## config.mk

```make
export PLATFORM = sky130hd
export DESIGN_NAME = cel_run_length_frame_decoder_top_flat
export DESIGN_NICKNAME = d
export VERILOG_FILES = /design/src/rtl/rlfd_pkg.sv /design/src/rtl/rlfd_if.sv /design/src/rtl/cel_run_length_frame_decoder_top.sv /design/src/rtl/rlfd_cfg.sv /design/src/rtl/rlfd_decode.sv /design/src/rtl/rlfd_outq.sv /design/src/flat_wrapper.sv
export SDC_FILE = /design/constraint.sdc
export NUM_CORES = 1
export LEC_CHECK = 0
export BUFFER_PORTS_ARGS = -buffer_cell sky130_fd_sc_hd__buf_2
export CAP_MARGIN = 40
export CORE_ASPECT_RATIO = 1.2
export CORE_UTILIZATION = 55
export CTS_BUF_LIST = sky130_fd_sc_hd__clkbuf_4 sky130_fd_sc_hd__clkbuf_8
export DETAILED_ROUTE_END_ITERATION = 7
export GPL_ROUTABILITY_DRIVEN = 0
export HOLD_SLACK_MARGIN = 0.08
export PLACE_DENSITY = 0.78
export SETUP_SLACK_MARGIN = 0.1
export SLEW_MARGIN = 20
export SYNTH_ARGS = -nofsm -noshare
export SYNTH_HDL_FRONTEND = slang
export SYNTH_SLANG_ARGS = --single-unit
```

## constraint.sdc

```tcl
create_clock -name clk -period 7.2 [get_ports clk]
set_input_delay 0.36 -clock clk [delete_from_list [all_inputs] [get_ports clk]]
set_output_delay 0.36 -clock clk [all_outputs]
set_load 0.01 [all_outputs]
```

## src/rtl/rlfd_pkg.sv

```systemverilog
// Package with the shared constants and types of the run-length frame decoder.
package rlfd_pkg;

    localparam int MAX_WIDTH = 4096;
    localparam int MAX_ROWS  = 4096;

    localparam int COL_W  = 13;
    localparam int ROW_W  = 13;
    localparam int LIT_W  = 7;
    localparam int ADDR_W = 3;
    localparam int DATA_W = 32;

    localparam logic [COL_W-1:0]  FRAME_WIDTH_RESET = 13'd32;
    localparam logic [ADDR_W-1:0] REG_FRAME_WIDTH   = 3'd0;

    localparam logic [7:0] HEADER_MAX_LITERAL = 8'h7F;
    localparam logic [7:0] HEADER_ZERO        = 8'h00;
    localparam logic [8:0] RUN_BASE           = 9'd256;

    localparam logic RESULT_RUN    = 1'b0;
    localparam logic RESULT_STATUS = 1'b1;

    typedef enum logic [1:0] {
        ERR_NONE      = 2'd0,
        ERR_OVERFLOW  = 2'd1,
        ERR_TRUNCATED = 2'd2
    } rlfd_err_t;

    typedef struct packed {
        logic        result_kind;
        logic        run_transparent;
        logic [7:0]  palette_index;
        logic [7:0]  run_length;
        logic [11:0] start_column;
        logic [11:0] row_index;
        logic        row_done;
        logic        frame_ok;
        logic [1:0]  error_code;
        logic        zero_warning;
        logic [12:0] row_count;
        logic        last_result;
    } rlfd_result_t;

    typedef struct packed {
        logic run_vld;
        logic stat_vld;
    } rlfd_push_t;

endpackage

```

## src/rtl/rlfd_if.sv

```systemverilog
// Stream interfaces for compressed input bytes and decoded result transactions.
interface rlfd_in_if;
    logic       valid;
    logic       ready;
    logic [7:0] data_byte;
    logic       last_byte;

    modport source (output valid, output data_byte, output last_byte, input ready);
    modport sink (input valid, input data_byte, input last_byte, output ready);
endinterface

interface rlfd_out_if;
    logic        valid;
    logic        ready;
    logic        result_kind;
    logic        run_transparent;
    logic [7:0]  palette_index;
    logic [7:0]  run_length;
    logic [11:0] start_column;
    logic [11:0] row_index;
    logic        row_done;
    logic        frame_ok;
    logic [1:0]  error_code;
    logic        zero_warning;
    logic [12:0] row_count;
    logic        last_result;

    modport source (
        output valid, input ready,
        output result_kind, output run_transparent, output palette_index,
        output run_length, output start_column, output row_index, output row_done,
        output frame_ok, output error_code, output zero_warning, output row_count,
        output last_result
    );
    modport sink (
        input valid, output ready,
        input result_kind, input run_transparent, input palette_index,
        input run_length, input start_column, input row_index, input row_done,
        input frame_ok, input error_code, input zero_warning, input row_count,
        input last_result
    );
endinterface

```

## src/rtl/cel_run_length_frame_decoder_top.sv

```systemverilog
// Top level of the run-length frame decoder.
// The decoder takes one compressed byte per cycle while the queue has room,
// updating the frame state in the same cycle and writing its run descriptor
// and, on the last byte, the end-of-frame status into a four-entry result
// queue. A last byte that also carries a run produces two results, and the
// queue drains one transaction per cycle while the output is ready.
// Input is accepted while the queue holds at most two results.
// The frame width register sits at byte address 0 and resets to 32.
module cel_run_length_frame_decoder_top
    import rlfd_pkg::*;
(
    input  logic              clk,
    input  logic              rst_n,
    input  logic              psel,
    input  logic              penable,
    input  logic              pwrite,
    input  logic [ADDR_W-1:0] paddr,
    input  logic [DATA_W-1:0] pwdata,
    output logic [DATA_W-1:0] prdata,
    output logic              pready,
    rlfd_in_if.sink           in_ch,
    rlfd_out_if.source        out_ch
);

    logic [COL_W-1:0] frame_width;
    logic             take;
    logic             can_take;
    rlfd_push_t       push;
    rlfd_result_t     run_res;
    rlfd_result_t     stat_res;

    assign in_ch.ready = can_take;
    assign take        = in_ch.valid && can_take;

    rlfd_cfg u_cfg (
        .clk         (clk),
        .rst_n       (rst_n),
        .psel        (psel),
        .penable     (penable),
        .pwrite      (pwrite),
        .paddr       (paddr),
        .pwdata      (pwdata),
        .prdata      (prdata),
        .pready      (pready),
        .frame_width (frame_width)
    );

    rlfd_decode u_decode (
        .clk         (clk),
        .rst_n       (rst_n),
        .frame_width (frame_width),
        .take        (take),
        .data_byte   (in_ch.data_byte),
        .last_byte   (in_ch.last_byte),
        .push        (push),
        .run_res     (run_res),
        .stat_res    (stat_res)
    );

    rlfd_outq u_outq (
        .clk      (clk),
        .rst_n    (rst_n),
        .push     (push),
        .run_res  (run_res),
        .stat_res (stat_res),
        .can_take (can_take),
        .out_ch   (out_ch)
    );

endmodule

```

## src/rtl/rlfd_cfg.sv

```systemverilog
// APB-style configuration register block holding the frame width.
module rlfd_cfg
    import rlfd_pkg::*;
(
    input  logic              clk,
    input  logic              rst_n,
    input  logic              psel,
    input  logic              penable,
    input  logic              pwrite,
    input  logic [ADDR_W-1:0] paddr,
    input  logic [DATA_W-1:0] pwdata,
    output logic [DATA_W-1:0] prdata,
    output logic              pready,
    output logic [COL_W-1:0]  frame_width
);

    logic [COL_W-1:0] frame_width_reg;
    logic             wr_en;

    assign pready = 1'b1;
    assign wr_en  = psel && penable && pwrite && (paddr == REG_FRAME_WIDTH);

    always_ff @(posedge clk or negedge rst_n)
    begin
        if (!rst_n)
        begin
            frame_width_reg <= FRAME_WIDTH_RESET;
        end
        else if (wr_en)
        begin
            frame_width_reg <= pwdata[COL_W-1:0];
        end
    end

    always_comb
    begin
        prdata = '0;
        if (paddr == REG_FRAME_WIDTH)
        begin
            prdata = {{(DATA_W-COL_W){1'b0}}, frame_width_reg};
        end
    end

    assign frame_width = frame_width_reg;

endmodule

```

## src/rtl/rlfd_decode.sv

```systemverilog
// Frame state registers and the single-pass decode of one compressed byte.
module rlfd_decode
    import rlfd_pkg::*;
(
    input  logic             clk,
    input  logic             rst_n,
    input  logic [COL_W-1:0] frame_width,
    input  logic             take,
    input  logic [7:0]       data_byte,
    input  logic             last_byte,
    output rlfd_push_t       push,
    output rlfd_result_t     run_res,
    output rlfd_result_t     stat_res
);

    logic [LIT_W-1:0] literal_left_reg, literal_left_next;
    logic [COL_W-1:0] column_reg, column_next;
    logic [ROW_W-1:0] rows_reg, rows_next;
    rlfd_err_t        err_reg, err_next;
    logic             zero_reg, zero_next;

    logic [COL_W-1:0] width_act;
    logic             has_run;
    logic             transparent;
    logic [7:0]       run_len;
    logic [8:0]       run_len_wide;
    logic [COL_W:0]   run_end;
    logic             overflow;
    logic             done;

    always_comb
    begin
        if (frame_width == '0)
        begin
            width_act = COL_W'(1);
        end
        else if (frame_width > COL_W'(MAX_WIDTH))
        begin
            width_act = COL_W'(MAX_WIDTH);
        end
        else
        begin
            width_act = frame_width;
        end
    end

    always_comb
    begin
        literal_left_next = literal_left_reg;
        column_next       = column_reg;
        rows_next         = rows_reg;
        err_next          = err_reg;
        zero_next         = zero_reg;
        has_run           = 1'b0;
        transparent       = 1'b0;
        run_len_wide      = RUN_BASE - {1'b0, data_byte};
        run_len           = 8'd1;
        run_end           = '0;
        overflow          = 1'b0;
        done              = 1'b0;

        if (err_reg == ERR_NONE)
        begin
            priority if (literal_left_reg != '0)
            begin
                literal_left_next = literal_left_reg - LIT_W'(1);
                has_run           = 1'b1;
            end
            else if (data_byte > HEADER_MAX_LITERAL)
            begin
                has_run     = 1'b1;
                transparent = 1'b1;
                run_len     = run_len_wide[7:0];
            end
            else if (data_byte == HEADER_ZERO)
            begin
                zero_next = 1'b1;
            end
            else
            begin
                literal_left_next = data_byte[LIT_W-1:0];
            end
        end

        if (has_run)
        begin
            run_end  = {1'b0, column_reg} + {{(COL_W-7){1'b0}}, run_len};
            overflow = run_end > {1'b0, width_act};
            done     = (run_end == {1'b0, width_act}) && (literal_left_next == '0);
            if (overflow)
            begin
                err_next = ERR_OVERFLOW;
            end
            else if (done)
            begin
                column_next = '0;
                if (rows_reg < ROW_W'(MAX_ROWS))
                begin
                    rows_next = rows_reg + ROW_W'(1);
                end
            end
            else
            begin
                column_next = run_end[COL_W-1:0];
            end
        end

        if (last_byte && (literal_left_next != '0) && (err_next == ERR_NONE))
        begin
            err_next = ERR_TRUNCATED;
        end
    end

    always_comb
    begin
        push.run_vld  = take && has_run && !overflow;
        push.stat_vld = take && last_byte;

        run_res                 = '0;
        run_res.result_kind     = RESULT_RUN;
        run_res.run_transparent = transparent;
        run_res.palette_index   = transparent ? 8'd0 : data_byte;
        run_res.run_length      = run_len;
        run_res.start_column    = column_reg[11:0];
        run_res.row_index       = rows_reg[11:0];
        run_res.row_done        = done;
        run_res.last_result     = !last_byte;

        stat_res              = '0;
        stat_res.result_kind  = RESULT_STATUS;
        stat_res.frame_ok     = (err_next == ERR_NONE) && (column_next == '0);
        stat_res.error_code   = err_next;
        stat_res.zero_warning = zero_next;
        stat_res.row_count    = rows_next;
        stat_res.last_result  = 1'b1;
    end

    always_ff @(posedge clk or negedge rst_n)
    begin
        if (!rst_n)
        begin
            literal_left_reg <= '0;
            column_reg       <= '0;
            rows_reg         <= '0;
            err_reg          <= ERR_NONE;
            zero_reg         <= 1'b0;
        end
        else if (take)
        begin
            if (last_byte)
            begin
                literal_left_reg <= '0;
                column_reg       <= '0;
                rows_reg         <= '0;
                err_reg          <= ERR_NONE;
                zero_reg         <= 1'b0;
            end
            else
            begin
                literal_left_reg <= literal_left_next;
                column_reg       <= column_next;
                rows_reg         <= rows_next;
                err_reg          <= err_next;
                zero_reg         <= zero_next;
            end
        end
    end

endmodule

```

## src/rtl/rlfd_outq.sv

```systemverilog
// Four-entry result queue that takes up to two results per cycle and issues one.
module rlfd_outq
    import rlfd_pkg::*;
(
    input  logic         clk,
    input  logic         rst_n,
    input  rlfd_push_t   push,
    input  rlfd_result_t run_res,
    input  rlfd_result_t stat_res,
    output logic         can_take,
    rlfd_out_if.source   out_ch
);

    localparam int DEPTH = 4;
    localparam int PTR_W = $clog2(DEPTH);

    rlfd_result_t     mem_reg [DEPTH];
    logic [PTR_W-1:0] wr_ptr_reg, wr_ptr_next;
    logic [PTR_W-1:0] rd_ptr_reg, rd_ptr_next;
    logic [PTR_W:0]   count_reg, count_next;
    logic [1:0]       n_push;
    logic             pop;
    rlfd_result_t     first_res;
    rlfd_result_t     head;

    assign n_push    = {1'b0, push.run_vld} + {1'b0, push.stat_vld};
    assign first_res = push.run_vld ? run_res : stat_res;
    assign pop       = out_ch.valid && out_ch.ready;
    assign can_take  = count_reg < (PTR_W+1)'(DEPTH - 1);

    assign wr_ptr_next = wr_ptr_reg + PTR_W'(n_push);
    assign rd_ptr_next = rd_ptr_reg + PTR_W'(pop);
    assign count_next  = count_reg + (PTR_W+1)'(n_push) - (PTR_W+1)'(pop);

    always_ff @(posedge clk or negedge rst_n)
    begin
        if (!rst_n)
        begin
            wr_ptr_reg <= '0;
            rd_ptr_reg <= '0;
            count_reg  <= '0;
        end
        else
        begin
            wr_ptr_reg <= wr_ptr_next;
            rd_ptr_reg <= rd_ptr_next;
            count_reg  <= count_next;
        end
    end

    always_ff @(posedge clk)
    begin
        if (n_push != 2'd0)
        begin
            mem_reg[wr_ptr_reg] <= first_res;
        end
        if (n_push == 2'd2)
        begin
            mem_reg[wr_ptr_reg + PTR_W'(1)] <= stat_res;
        end
    end

    assign head = mem_reg[rd_ptr_reg];

    assign out_ch.valid           = count_reg != '0;
    assign out_ch.result_kind     = head.result_kind;
    assign out_ch.run_transparent = head.run_transparent;
    assign out_ch.palette_index   = head.palette_index;
    assign out_ch.run_length      = head.run_length;
    assign out_ch.start_column    = head.start_column;
    assign out_ch.row_index       = head.row_index;
    assign out_ch.row_done        = head.row_done;
    assign out_ch.frame_ok        = head.frame_ok;
    assign out_ch.error_code      = head.error_code;
    assign out_ch.zero_warning    = head.zero_warning;
    assign out_ch.row_count       = head.row_count;
    assign out_ch.last_result     = head.last_result;

endmodule
```

## src/flat_wrapper.sv

```systemverilog
// flat-port wrapper written by rule: the top's interface ports become plain ports
module cel_run_length_frame_decoder_top_flat import rlfd_pkg::*;
  (clk, rst_n, psel, penable, pwrite, paddr, pwdata, prdata, pready, in_ch_valid, in_ch_data_byte, in_ch_last_byte, in_ch_ready, out_ch_valid, out_ch_ready, out_ch_result_kind, out_ch_run_transparent, out_ch_palette_index, out_ch_run_length, out_ch_start_column, out_ch_row_index, out_ch_row_done, out_ch_frame_ok, out_ch_error_code, out_ch_zero_warning, out_ch_row_count, out_ch_last_result);
  rlfd_in_if in_ch_i ();
  rlfd_out_if out_ch_i ();
  input  logic clk;
  input  logic rst_n;
  input  logic psel;
  input  logic penable;
  input  logic pwrite;
  input  logic [ADDR_W-1:0] paddr;
  input  logic [DATA_W-1:0] pwdata;
  output logic [DATA_W-1:0] prdata;
  output logic pready;
  input wire logic [$bits(in_ch_i.valid)-1:0] in_ch_valid;
  input wire logic [$bits(in_ch_i.data_byte)-1:0] in_ch_data_byte;
  input wire logic [$bits(in_ch_i.last_byte)-1:0] in_ch_last_byte;
  output wire logic [$bits(in_ch_i.ready)-1:0] in_ch_ready;
  output wire logic [$bits(out_ch_i.valid)-1:0] out_ch_valid;
  input wire logic [$bits(out_ch_i.ready)-1:0] out_ch_ready;
  output wire logic [$bits(out_ch_i.result_kind)-1:0] out_ch_result_kind;
  output wire logic [$bits(out_ch_i.run_transparent)-1:0] out_ch_run_transparent;
  output wire logic [$bits(out_ch_i.palette_index)-1:0] out_ch_palette_index;
  output wire logic [$bits(out_ch_i.run_length)-1:0] out_ch_run_length;
  output wire logic [$bits(out_ch_i.start_column)-1:0] out_ch_start_column;
  output wire logic [$bits(out_ch_i.row_index)-1:0] out_ch_row_index;
  output wire logic [$bits(out_ch_i.row_done)-1:0] out_ch_row_done;
  output wire logic [$bits(out_ch_i.frame_ok)-1:0] out_ch_frame_ok;
  output wire logic [$bits(out_ch_i.error_code)-1:0] out_ch_error_code;
  output wire logic [$bits(out_ch_i.zero_warning)-1:0] out_ch_zero_warning;
  output wire logic [$bits(out_ch_i.row_count)-1:0] out_ch_row_count;
  output wire logic [$bits(out_ch_i.last_result)-1:0] out_ch_last_result;
  assign in_ch_i.valid = in_ch_valid;
  assign in_ch_i.data_byte = in_ch_data_byte;
  assign in_ch_i.last_byte = in_ch_last_byte;
  assign in_ch_ready = in_ch_i.ready;
  assign out_ch_valid = out_ch_i.valid;
  assign out_ch_i.ready = out_ch_ready;
  assign out_ch_result_kind = out_ch_i.result_kind;
  assign out_ch_run_transparent = out_ch_i.run_transparent;
  assign out_ch_palette_index = out_ch_i.palette_index;
  assign out_ch_run_length = out_ch_i.run_length;
  assign out_ch_start_column = out_ch_i.start_column;
  assign out_ch_row_index = out_ch_i.row_index;
  assign out_ch_row_done = out_ch_i.row_done;
  assign out_ch_frame_ok = out_ch_i.frame_ok;
  assign out_ch_error_code = out_ch_i.error_code;
  assign out_ch_zero_warning = out_ch_i.zero_warning;
  assign out_ch_row_count = out_ch_i.row_count;
  assign out_ch_last_result = out_ch_i.last_result;
  cel_run_length_frame_decoder_top u_core (.clk(clk), .rst_n(rst_n), .psel(psel), .penable(penable), .pwrite(pwrite), .paddr(paddr), .pwdata(pwdata), .prdata(prdata), .pready(pready), .in_ch(in_ch_i), .out_ch(out_ch_i));
endmodule
```

==> metrics.md, run 1 <==
| Metric | Value |
|---|---|
| Primary FF master, synth | sky130_fd_sc_hd__dfxtp_1 |
| Later-pin clock latency in the skew report | 570 ps |
| Cell class contributing the biggest share of worst-path delay | adder cells |
| Post-synthesis instance area | 14,300 µm² |
| Number of flops mapped to enable cells by yosys | 68 |
| Sink Count | 300 |
| Sum of routed wire length over all layers | 37.7 mm |
| DR DRC count | 0 |
| Antenna violations before repair | 0 |
| Instance area after placement | 15,200 µm² |
| Crit path buffers/inverters | 7 |
| Setup Viol. Count Final | 0 |
| Area of the placeable core | 25,500 µm² |
| Static leakage | 6.72 nW |
| Global-route wire length before repair | 59.6 mm |
| Buffers added on ports | 107 |
| Skew final | 15.1 ps |
| CTS Buf Count | 47 |
| Cell with the largest stage delay on the worst path | sky130_fd_sc_hd__or4b_4 |
| Startpoint-to-endpoint class of the critical path | reg -> reg |
| Depth of the CTS H-tree | 2 |
| Length of the first detailed-routing pass in iterations | 6 |
| Yosys warns | 0 |
| Setup ws final | 462 ps |
| Maximum number of pins on one net before global-route repair | 57 |
| Die Width | 149 µm |
| Avg Synthesized Cell Area | 11.1 µm² |
| Antenna cell count | 0 |
| Die ar. | 26,700 µm² |
| Placed Instances | 1,676 |
| Remaining number of nets flagged by the antenna check after routing | 0 |
| Hold endpoint | u_core.u_decode.rows_reg[9] |
| CP Capture Type | register |
| Class of the most critical hold timing path | in -> reg |
| Critical register-to-register path startpoint | u_core.u_decode.literal_left_reg[0] |
| Global route total overflow | 0 |
| Reg2reg path depth | 29 |
| Fraction of registers with async set or reset after synthesis | 18.7% |
| Most frequent CP cell | sky130_fd_sc_hd__ha_1 |
| Delay of the slowest cell on the worst path | 550 ps |
| Max Buffers Root-to-Sink | 3 |
| Cells after synthesis | 1,287 |
| Startpoint Class | register |
| Final routed wire length divided by cell count | 21.2 µm |
| Final worst path period share | 93.6% |
| Cell depth of the worst min-delay path | 2 |
| Count of boundary I/O pins | 147 |
| Flip-flop count of the largest register, all copies and words added | 244 |
| DPL Wire Length | 24.5 mm |
| Required @ worst endpoint | 7660 ps |
| Clock tree from TritonCTS | done |
| Setup TNS after final layout | 0 ps |
| Capturing point of the worst reg2reg path | u_core.u_outq.count_reg[2] |
| Pre-CTS setup slack | 176 ps |
| Final net count | 1,499 |
| Layout cells sized above 1 | 24.6% |
| GRT Resource Usage Total | 28.9% |
| Data arrival time at the worst-slack endpoint | 7200 ps |
| Maximum vdd drop | 0.188 mV |
| Setup repair after global routing missed its margin | false |
| Result of the run | complete, no violations |
| Worst Path Max Fanout | 19 |
| Start point of the critical path | u_core.u_decode.literal_left_reg[0] |
| Worst rel slew slack | 45.4% |
| Power per Cell Area | 360 nW/µm² |
| Chip Height | 179 µm |
| Transition at the pin with the smallest max-transition slack | 817 ps |
| Number of unique standard cell types used by synthesis | 74 |
| Logic depth of the worst path, buffers included | 29 |
| Start point of the worst min-delay path | in_ch_last_byte |
| Final Hold Vio Count | 0 |
| Area growth from synthesis to final layout | 14.8% |
| Max-slew violation total from the final report | 0 |
| Register-to-register setup slack | 460 ps |
| Max-cap violations | 0 |
| Vias per Instance | 6.36 |
| Vias | 11,300 |
| Share of the yosys chip area belonging to registers | 48.6% |
| Post-synthesis sequential element count | 300 |
| Vias in the first global route | 11,300 |
| Number of design-rule violations left by the first detailed-router iteration | 1,038 |
| Effective utilization at floorplan | 56.1% |
| Final worst path period need | 6740 ps |
| Cell row count | 64 |
| Root buffer selected by CTS | sky130_fd_sc_hd__clkbuf_8 |
| Clock edge transition at the registers on the reported setup and hold paths | 70 ps |
| Design Area, Final | 16,500 µm² |
| Total power consumption of the routed design | 0.00593 W |
| Final cell count without fillers | 1,780 |
| Maximum clock frequency | 0.148 GHz |
==> layout make-up <==
type / count / area [µm²]
fillers: 1939 / 9090
flip-flops and latches: 300 / 6970
multi-input cells: 848 / 6800
repair buffers: 175 / 1130
clock buffers: 74 / 906
well taps: 330 / 413
inverters: 42 / 158
clock inverters: 11 / 68.8
==> kinds of logic (layout without fill, tap and decap cells) <==
group / after synthesis / in the layout / synth area share [%]
buf+inv: 157 / 302 / 4.88
flops: 300 / 300 / 48.6
xor+xnor: 21 / 21 / 1.28
other cells: 2 / 20 / 0.0524
mux: 88 / 88 / 11.6
compound gates: 358 / 358 / 18.8
fa+ha+maj: 34 / 34 / 3.07
simple gates: 327 / 327 / 11.7
==> through the flow <==
stage	utilization [%]	hold slack, ps
after CTS	64.0	107
after floorplan	-	64.4
final	64.4	137
after global routing	64.4	109
after detailed placement	59.6	434
after global placement	59.4	427
==> layout by cell type, fill, tap and decap left out, types with 33 or more instances in the layout <==
cell	n
sky130_fd_sc_hd__a21oi_1	62
sky130_fd_sc_hd__a22o_1	153
sky130_fd_sc_hd__buf_2	108
sky130_fd_sc_hd__buf_4	49
sky130_fd_sc_hd__clkbuf_8	56
sky130_fd_sc_hd__dfrtp_1	53
sky130_fd_sc_hd__dfxtp_1	176
sky130_fd_sc_hd__edfxtp_1	68
sky130_fd_sc_hd__inv_1	41
sky130_fd_sc_hd__mux4_2	61
sky130_fd_sc_hd__nand2_1	112
sky130_fd_sc_hd__nor2_1	53
sky130_fd_sc_hd__nor3_1	33
sky130_fd_sc_hd__o21ai_0	49
==> report_power, final <==
group	switching, W	total, W	internal [W]
sequential	0.000252	0.00228	0.00202
combinational	0.00130	0.00218	0.000885
clock	0.000666	0.00147	0.000804
==> layer usage <==
metal	routed length (µm)	vias up	GRT usage, %
met5	0	-	0
met4	1790	0	14.7
met3	2750	129	4.81
met2	18600	572	49.4
met1	14500	5524	35.0
li1	-	5094	-
==> cell usage after synthesis (all sizes together) (3+ instances only) <==
| library cell | instances | share of area [%] |
|---|---|---|
| or4b | 3 | 0.26 |
| xor2 | 7 | 0.43 |
| o21a | 6 | 0.31 |
| o211a | 3 | 0.21 |
| dfxtp | 176 | 25 |
| mux2 | 13 | 1.0 |
| o22ai | 3 | 0.13 |
| nand2b | 10 | 0.44 |
| and3 | 6 | 0.26 |
| mux4 | 61 | 9.6 |
| or3 | 8 | 0.35 |
| nand2 | 113 | 3.0 |
| o31ai | 9 | 0.86 |
| a31oi | 10 | 0.44 |
| and2 | 25 | 1.1 |
| nor2b | 4 | 0.17 |
| a211oi | 6 | 0.31 |
| a32o | 3 | 0.21 |
| nand4 | 11 | 0.48 |
| nor4 | 13 | 0.67 |
| o21ai | 56 | 2.0 |
| a21o | 6 | 0.31 |
| or2 | 5 | 0.22 |
| a21oi | 64 | 2.2 |
| and4 | 4 | 0.24 |
| inv | 41 | 1.1 |
| a32oi | 9 | 0.55 |
| xnor2 | 14 | 0.86 |
| o211ai | 8 | 0.42 |
| nand3 | 14 | 0.49 |
| or4 | 10 | 0.63 |
| ha | 32 | 2.8 |
| a22o | 153 | 9.4 |
| nor3 | 37 | 1.5 |
| nor2 | 58 | 1.5 |
| edfxtp | 68 | 14 |
| o221ai | 3 | 0.18 |
| buf | 34 | 1.7 |
| dfrtp | 55 | 9.6 |
| mux2i | 14 | 0.98 |
| clkbuf | 81 | 2.1 |
==> worst max-delay path by stage <==
stage | slack, ps | end
final | 460 | u_core.u_outq.count_reg[2]
after global routing | 90 | u_core.u_outq.mem_reg[3][17]
after CTS | 160 | u_core.u_outq.count_reg[2]
after detailed placement | 180 | u_core.u_outq.count_reg[2]
after global placement | 320 | u_core.u_outq.count_reg[2]
after floorplan | 250 | u_core.u_outq.mem_reg[1][13]
==> what timing repair did <==
| action | in CTS | in global routing |
|---|---|---|
| hold buffers | 14 | 0 |
| buffers inserted | 0 | 4 |
| hold endpoints to repair | 68 | 0 |
| gates resized for setup | 0 | 15 |
| setup endpoints to repair | 0 | 312 |
==> worst reg2reg max path: cells and delay by family, from the launching register on <==
kind,cells,cell delay [ps]
AO/OA/AOI/OAI,5,1160
XOR/XNOR,3,490
AND/OR/NAND/NOR,7,1840
adder cells (fa/ha/maj),7,1880
flip-flops,1,410
buffers and inverters,7,830
Power figures use the tool's default switching activity.
==> run 2, diff against run 1 <==
--- a/config.mk
+++ b/config.mk
@@ -13,9 +13,10 @@
 export DETAILED_ROUTE_END_ITERATION = 7
 export GPL_ROUTABILITY_DRIVEN = 0
 export HOLD_SLACK_MARGIN = 0.08
-export PLACE_DENSITY = 0.78
+export PLACE_DENSITY = 0.77
 export SETUP_SLACK_MARGIN = 0.1
 export SLEW_MARGIN = 20
 export SYNTH_ARGS = -nofsm -noshare
 export SYNTH_HDL_FRONTEND = slang
+export SYNTH_HIERARCHICAL = 1
 export SYNTH_SLANG_ARGS = --single-unit
==> run 2 against run 1 <==
Net effect: non-clock buffer count is 25 lower; design area is 20% higher; die area is 29% higher; utilization is 4.9 points lower; global-route usage is 2.5 points lower; synthesized cell count is 20% higher.
==> metrics.md, run 2 <==
| Metric | Value |
|---|---|
| Setup ws final | 466 ps |
| Commonest cells after routing, fill and taps aside | sky130_fd_sc_hd__edfxtp_1, sky130_fd_sc_hd__o221ai_1, sky130_fd_sc_hd__nand2_1, sky130_fd_sc_hd__nand2b_1, sky130_fd_sc_hd__buf_2 |
| Maximum vdd drop | 0.223 mV |
| Required @ worst endpoint | 7660 ps |
| Vias in the first global route | 13,400 |
| CP Capture Type | register |
| CTS Buf Count | 47 |
| Maximum number of pins on one net before global-route repair | 75 |
| Setup repair after global routing missed its margin | false |
| # Post-CTS Setup Buffers | 0 |
| Count of boundary I/O pins | 147 |
| Vias per Instance | 6.62 |
| Length of the first detailed-routing pass in iterations | 7 |
| Maximum clock frequency | 0.149 GHz |
| Die ar. | 34,400 µm² |
| Startpoint Class | register |
| Cell class contributing the biggest share of worst-path delay | simple AND/OR/NAND/NOR gates |
| Sum of routed wire length over all layers | 46.0 mm |
| End-of-flow core utilization | 59.5% |
| Transition at the pin with the smallest max-transition slack | 863 ps |
| Number of flops mapped to enable cells by yosys | 244 |
| Global route total overflow | 0 |
| Final Hold Vio Count | 0 |
| Yosys warns | 6 |
| Crit path buffers/inverters | 3 |
| Primary FF master, synth | sky130_fd_sc_hd__edfxtp_1 |
| Most frequent cells after synthesis | sky130_fd_sc_hd__edfxtp_1, sky130_fd_sc_hd__o221ai_1, sky130_fd_sc_hd__nand2_1 |
| Depth of the CTS H-tree | 2 |
| Remaining number of nets flagged by the antenna check after routing | 0 |
| Worst Path Max Fanout | 13 |
| Max-slew violation total from the final report | 0 |
| Max-cap violations | 0 |
| Post-synthesis sequential element count | 300 |
| Final routed wire length divided by cell count | 22.2 µm |
| Global-route wire length before repair | 70.7 mm |
| Cells after synthesis | 1,544 |
| Antenna violations before repair | 1 |
| Root buffer selected by CTS | sky130_fd_sc_hd__clkbuf_8 |
| Final cell count without fillers | 2,074 |
| Cell with the most instances after synthesis | sky130_fd_sc_hd__edfxtp_1 |
| Power per Cell Area | 343 nW/µm² |
| Final net count | 1,670 |
| Cell with the largest stage delay on the worst path | sky130_fd_sc_hd__or4_4 |
| Data arrival time at the worst-slack endpoint | 7190 ps |
| Post-synthesis instance area | 18,500 µm² |
| Sink Count | 300 |
| Fillers | 2,567 |
| Number of design-rule violations left by the first detailed-router iteration | 1,459 |
| Placed Instances | 1,973 |
| Clock edge transition at the registers on the reported setup and hold paths | 60 ps |
| Flip-flop count of the largest register, all copies and words added | 244 |
| Layout cells sized above 1 | 20.0% |
| Setup Viol. Count Final | 0 |
| Max Buffers Root-to-Sink | 3 |
| Vias | 13,700 |
| Skew final | 24.2 ps |
| Later-pin clock latency in the skew report | 600 ps |
| Die Width | 169 µm |
| Commonest non-fill, non-tap cell in the layout | sky130_fd_sc_hd__edfxtp_1 |
| Number of unique standard cell types used by synthesis | 93 |
| DPL Wire Length | 27.9 mm |
| Class of the most critical hold timing path | in -> reg |
| Setup TNS after final layout | 0 ps |
| Static leakage | 7.15 nW |
| Fin Hold WS | 139 ps |
| Clock tree from TritonCTS | done |
| Buffers added on ports | 107 |
| Synth area leaders | sky130_fd_sc_hd__edfxtp_1, sky130_fd_sc_hd__o221ai_1, sky130_fd_sc_hd__dfrtp_1, sky130_fd_sc_hd__mux4_2, sky130_fd_sc_hd__buf_4 |
| Pre-CTS setup slack | 279 ps |
| Fraction of registers with async set or reset after synthesis | 18.7% |
| Startpoint-to-endpoint class of the critical path | reg -> reg |
| GRT Resource Usage Total | 26.4% |
| Most frequent CP cell | sky130_fd_sc_hd__ha_1 |
| Share of the yosys chip area belonging to registers | 47.2% |
| Effective utilization at floorplan | 55.8% |
| Antenna cell count | 0 |
| Cell taking the most area after synthesis | sky130_fd_sc_hd__edfxtp_1 |
| Top-area cell type share of the netlist area | 39.6% |
| Worst rel slew slack | 42.4% |
| Delay of the slowest cell on the worst path | 630 ps |
| DR DRC count | 0 |
| Area of the placeable core | 33,200 µm² |
| Avg Synthesized Cell Area | 12.0 µm² |
| Result of the run | complete, no violations |
| Chip Height | 203 µm |
| Final worst path period share | 93.5% |
| Cell row count | 73 |
| Area growth from synthesis to final layout | 6.59% |
| Final worst path period need | 6730 ps |
[run 2: changes by cell type after synthesis, moves of 52 or more]
cell | before | now
sky130_fd_sc_hd__edfxtp_1 | 68 | 244
sky130_fd_sc_hd__buf_4 | 21 | 114
sky130_fd_sc_hd__nand2_1 | 113 | 165
sky130_fd_sc_hd__nand2b_1 | 10 | 132
sky130_fd_sc_hd__a22o_1 | 153 | 2
sky130_fd_sc_hd__o221ai_1 | 3 | 239
sky130_fd_sc_hd__dfxtp_1 | 176 | 0
[run 2: worst reg2reg max path: stages (launching register included)]
cell and delay, ps:
sky130_fd_sc_hd__dfrtp_1 490, sky130_fd_sc_hd__or4_4 630, sky130_fd_sc_hd__nor2_4 210, sky130_fd_sc_hd__nand3_4 170, sky130_fd_sc_hd__nor3_1 450, sky130_fd_sc_hd__ha_1 390
sky130_fd_sc_hd__a21oi_1 250, sky130_fd_sc_hd__nand2b_1 210, sky130_fd_sc_hd__a31oi_2 130, sky130_fd_sc_hd__or2_2 350, sky130_fd_sc_hd__nand3_1 110, sky130_fd_sc_hd__xnor2_1 90
sky130_fd_sc_hd__ha_1 310, sky130_fd_sc_hd__nand4_1 170, sky130_fd_sc_hd__nor4_2 310, sky130_fd_sc_hd__buf_4 180, sky130_fd_sc_hd__a31o_2 150, sky130_fd_sc_hd__o211ai_2 270
sky130_fd_sc_hd__nor2_4 210, sky130_fd_sc_hd__inv_1 60, sky130_fd_sc_hd__ha_1 320, sky130_fd_sc_hd__xnor2_1 190, sky130_fd_sc_hd__ha_1 170, sky130_fd_sc_hd__inv_1 50
sky130_fd_sc_hd__fa_1 420, sky130_fd_sc_hd__xor2_1 160, sky130_fd_sc_hd__xnor2_1 130
[run 2: cells by family after synthesis]
family / Yosys count / synth area share [%]
AND/OR/NAND/NOR: 472 / 13.9
AO/OA/AOI/OAI: 368 / 16.9
flip-flops: 300 / 47.2
buffers and inverters: 262 / 9.63
multiplexers: 76 / 8.64
adder cells (fa/ha/maj): 32 / 2.25
XOR/XNOR: 30 / 1.42
other: 4 / 0.0811
[run 2: power breakdown]
group	switching, W	internal [W]	total, W
clock	0.000687	0.000764	0.00145
combinational	0.00158	0.00119	0.00277
sequential	0.000270	0.00228	0.00255
total	0.00253	0.00424	0.00677
[run 2: stage by stage]
step	total power [W]	instance area, µm²
after floorplan	0.00463	18800
after global placement	0.00521	18600
after detailed placement	0.00528	18600
after CTS	0.00673	19700
after global routing	0.00710	19700
final	0.00677	19700
[run 2: worst paths after layout]
| path | startpoint | slack [ps] | end | cells past startpoint |
|---|---|---|---|---|
| worst max-delay path | u_core/u_decode/literal_left_reg[2] | 470 | u_core/u_outq/count_reg[2] | 26 |
| worst min-delay path | out_ch_ready | 140 | u_core/u_outq/rd_ptr_reg[1] | 3 |
| worst max register to register | u_core/u_decode/literal_left_reg[2] | 470 | u_core/u_outq/count_reg[2] | 26 |
| worst min register to register | u_core/u_outq/count_reg[2] | 560 | u_core/u_outq/count_reg[2] | 1 |
| max in group asynchronous | rst_n | 6490 | u_core/u_cfg/frame_width[5] | 4 |
| min in group asynchronous | rst_n | 200 | u_core/u_outq/count_reg[2] | 3 |
[run 2: per-layer routing]
layer | share of wire (%) | vias to the layer above | wire length, µm | GRT usage [%]
met5 | 0.024 | - | 11 | 0
met2 | 49 | 755 | 22500 | 43.0
li1 | - | 6087 | - | -
met4 | 3.5 | 2 | 1610 | 12.9
met1 | 39 | 6738 | 17700 | 34.4
met3 | 9.0 | 145 | 4140 | 4.07
[run 2: cell type report]
class	instances	area, µm²	area share, %
flip-flops and latches	300	8740	44.3
multi-input cells	1060	8360	42.4
repair buffers	150	1020	5.18
clock buffers	54	706	3.58
well taps	450	563	2.86
clock inverters	32	226	1.15
inverters	28	105	0.533
[run 2: what timing repair did]
item,in CTS,in global routing
hold buffers,14,0
setup endpoints to repair,0,485
resized for setup,0,6
endpoints found under the hold margin,68,0
==> run 3, diff against run 2 <==
--- a/config.mk
+++ b/config.mk
@@ -7,7 +7,7 @@
 export LEC_CHECK = 0
 export BUFFER_PORTS_ARGS = -buffer_cell sky130_fd_sc_hd__buf_2
 export CAP_MARGIN = 40
-export CORE_ASPECT_RATIO = 1.2
+export CORE_ASPECT_RATIO = 1.4
 export CORE_UTILIZATION = 55
 export CTS_BUF_LIST = sky130_fd_sc_hd__clkbuf_4 sky130_fd_sc_hd__clkbuf_8
 export DETAILED_ROUTE_END_ITERATION = 7
==> run 3 against run 2 <==
Net effect: the flow now finishes with violations (design-rule violations); global-route usage increased by 1.1 points; cell count decreased by 0.29%; via count increased by 0.85%; setup slack improved by 69 ps; sequential cell count unchanged; hold slack got worse by 23 ps; critical path type unchanged; critical endpoint is now u_core/u_outq/mem_reg[2][33]; largest power group unchanged.
==> metrics.md, run 3 (same netlist as run 2, synthesis figures left out) <==
| Metric | Value |
|---|---|
| Maximum number of pins on one net before global-route repair | 71 |
| Later-pin clock latency in the skew report | 600 ps |
| Final routed wire length divided by cell count | 22.5 µm |
| Remaining number of nets flagged by the antenna check after routing | 0 |
| Delay of the slowest cell on the worst path | 630 ps |
| Power per Cell Area | 350 nW/µm² |
| Area of the placeable core | 33,200 µm² |
| Clock tree from TritonCTS | done |
| Commonest cells after routing, fill and taps aside | sky130_fd_sc_hd__edfxtp_1, sky130_fd_sc_hd__o221ai_1, sky130_fd_sc_hd__nand2_1, sky130_fd_sc_hd__nand2b_1, sky130_fd_sc_hd__buf_2 |
| Data arrival time at the worst-slack endpoint | 6950 ps |
| Result of the run | finished with violations |
| Antenna violations before repair | 1 |
| Die Width | 157 µm |
| Antenna cell count | 0 |
| Number of design-rule violations left by the first detailed-router iteration | 1,491 |
| Worst path cell trace | or4_4 -> nor2_2 -> nand3_2 -> buf_4 -> nor2_1 -> ha_1 -> nor2b_1 -> o2111ai_1 -> a31oi_1 -> or2_2 -> nand3_1 -> xnor2_1 -> ha_1 -> nand4_1 -> nor4_4 -> a31o_2 -> o211ai_2 -> nor2_4 -> ha_1 -> buf_4 -> and3b_2 -> buf_4 -> o221ai_1 |
| Effective utilization at floorplan | 55.7% |
| Cell row count | 79 |
| Vias | 13,800 |
| DPL Wire Length | 28.1 mm |
| Max Buffers Root-to-Sink | 3 |
| Startpoint Class | register |
| Total area of multi-input combinational cells | 8340 µm² |
| Final net count | 1,669 |
| Final Hold Vio Count | 0 |
| Transition at the pin with the smallest max-transition slack | 855 ps |
| Length of the first detailed-routing pass in iterations | 8 |
| Worst rel slew slack | 42.8% |
| Global-route wire length before repair | 72.6 mm |
| Count of boundary I/O pins | 147 |
| Final worst path period need | 6670 ps |
| Setup TNS after final layout | 0 ps |
| Sink Count | 300 |
| Skew final | 25.6 ps |
| Root buffer selected by CTS | sky130_fd_sc_hd__clkbuf_8 |
| Layout cells sized above 1 | 20.5% |
| Vias in the first global route | 13,700 |
| Required @ worst endpoint | 7490 ps |
| Violations in the final reports | design-rule violations |
| Chip Height | 219 µm |
| Flip-flop count of the largest register, all copies and words added | 244 |
| Area growth from synthesis to final layout | 6.76% |
| Clock edge transition at the registers on the reported setup and hold paths | 70 ps |
| Setup repair after global routing missed its margin | false |
| GRT Resource Usage Total | 27.4% |
| Startpoint-to-endpoint class of the critical path | reg -> reg |
| Class of the most critical hold timing path | in -> reg |
| DR DRC count | 2 |
| Static leakage | 7.18 nW |
| Final worst path period share | 92.6% |
| FF+latch area | 8740 µm² |
| Instance area after placement | 18,600 µm² |
| Max-slew violation total from the final report | 0 |
| Buffers added on ports | 107 |
| Fillers | 2,662 |
| Commonest non-fill, non-tap cell in the layout | sky130_fd_sc_hd__edfxtp_1 |
| Maximum vdd drop | 0.256 mV |
| Global route total overflow | 0 |
| Design Area, Final | 19,800 µm² |
| Depth of the CTS H-tree | 2 |
| Maximum clock frequency | 0.150 GHz |
| Max-cap violations | 0 |
| Setup Viol. Count Final | 0 |
| CTS Buf Count | 45 |
| # Post-CTS Setup Buffers | 0 |
| CP Capture Type | register |
| Worst Path Max Fanout | 33 |
| Cell with the largest stage delay on the worst path | sky130_fd_sc_hd__or4_4 |
| Die ar. | 34,400 µm² |
| Vias per Instance | 6.69 |
| Sum of routed wire length over all layers | 46.6 mm |
## run 3: cell type report
class,instances,share of cell area [%]
Clock buffer,60,3.80
Multi-Input combinational cell,1060,42.2
Inverter,28,0.532
Sequential cell,300,44.2
Timing Repair Buffer,151,5.12
Clock inverter,24,1.25
Tap cell,445,2.82
## run 3: final timing paths
kind / from / to / slack, ps / cells after the start
max in group asynchronous: rst_n / u_core/u_cfg/frame_width[5] / 6500 / 4
min in group asynchronous: rst_n / u_core/u_outq/count_reg[1] / 190 / 3
setup reg to reg: u_core/u_decode/literal_left_reg[2] / u_core/u_outq/mem_reg[2][33] / 530 / 23
hold / removal: out_ch_ready / u_core/u_outq/rd_ptr_reg[1] / 120 / 3
hold reg to reg: u_core/u_outq/rd_ptr_reg[1] / u_core/u_outq/rd_ptr_reg[1] / 470 / 1
setup / recovery: u_core/u_decode/literal_left_reg[2] / u_core/u_outq/mem_reg[2][33] / 530 / 23
## run 3: worst max-delay path, delay by kind of cell, from the launching register on
| family | cells | cell delay [ps] |
|---|---|---|
| fa+ha+maj | 3 | 910 |
| xor+xnor | 1 | 100 |
| simple gates | 11 | 2890 |
| compound gates | 5 | 1070 |
| buf+inv | 3 | 860 |
| flops | 1 | 490 |
## run 3: through the flow
step	hold slack [ps]	setup slack [ps]	utilization (%)	total power [W]	instances
2_1_floorplan	64.4	179	-	0.00463	1622
3_3_place_gp	456	428	55.7	0.00522	1965
3_5_place_dp	466	262	55.9	0.00531	1968
4_1_cts	96.7	196	59.3	0.00687	2066
5_1_grt	133	148	59.5	0.00724	2068
6_report	115	535	59.5	0.00691	2068
## run 3: timing repair
item,4_1_cts,5_1_grt
resized for setup,0,3
hold endpoints to repair,68,0
endpoints found under the setup margin,0,441
hold buffers,14,0
## run 3: power breakdown
| part | switching, W | internal [W] | leakage, nW |
|---|---|---|---|
| sequential | 0.000237 | 0.00229 | 2.96 |
| combinational | 0.00163 | 0.00120 | 3.70 |
| clock | 0.000689 | 0.000867 | 0.526 |
| total | 0.00256 | 0.00435 | 7.18 |
## run 3: per-layer routing
layer	vias to the layer above	part of all wire (%)	global-route usage, %
met5	-	0.041	0
met4	2	3.9	14.2
met3	134	9.3	4.52
met2	837	50	45.9
met1	6794	37	34.2
li1	6076	-	-
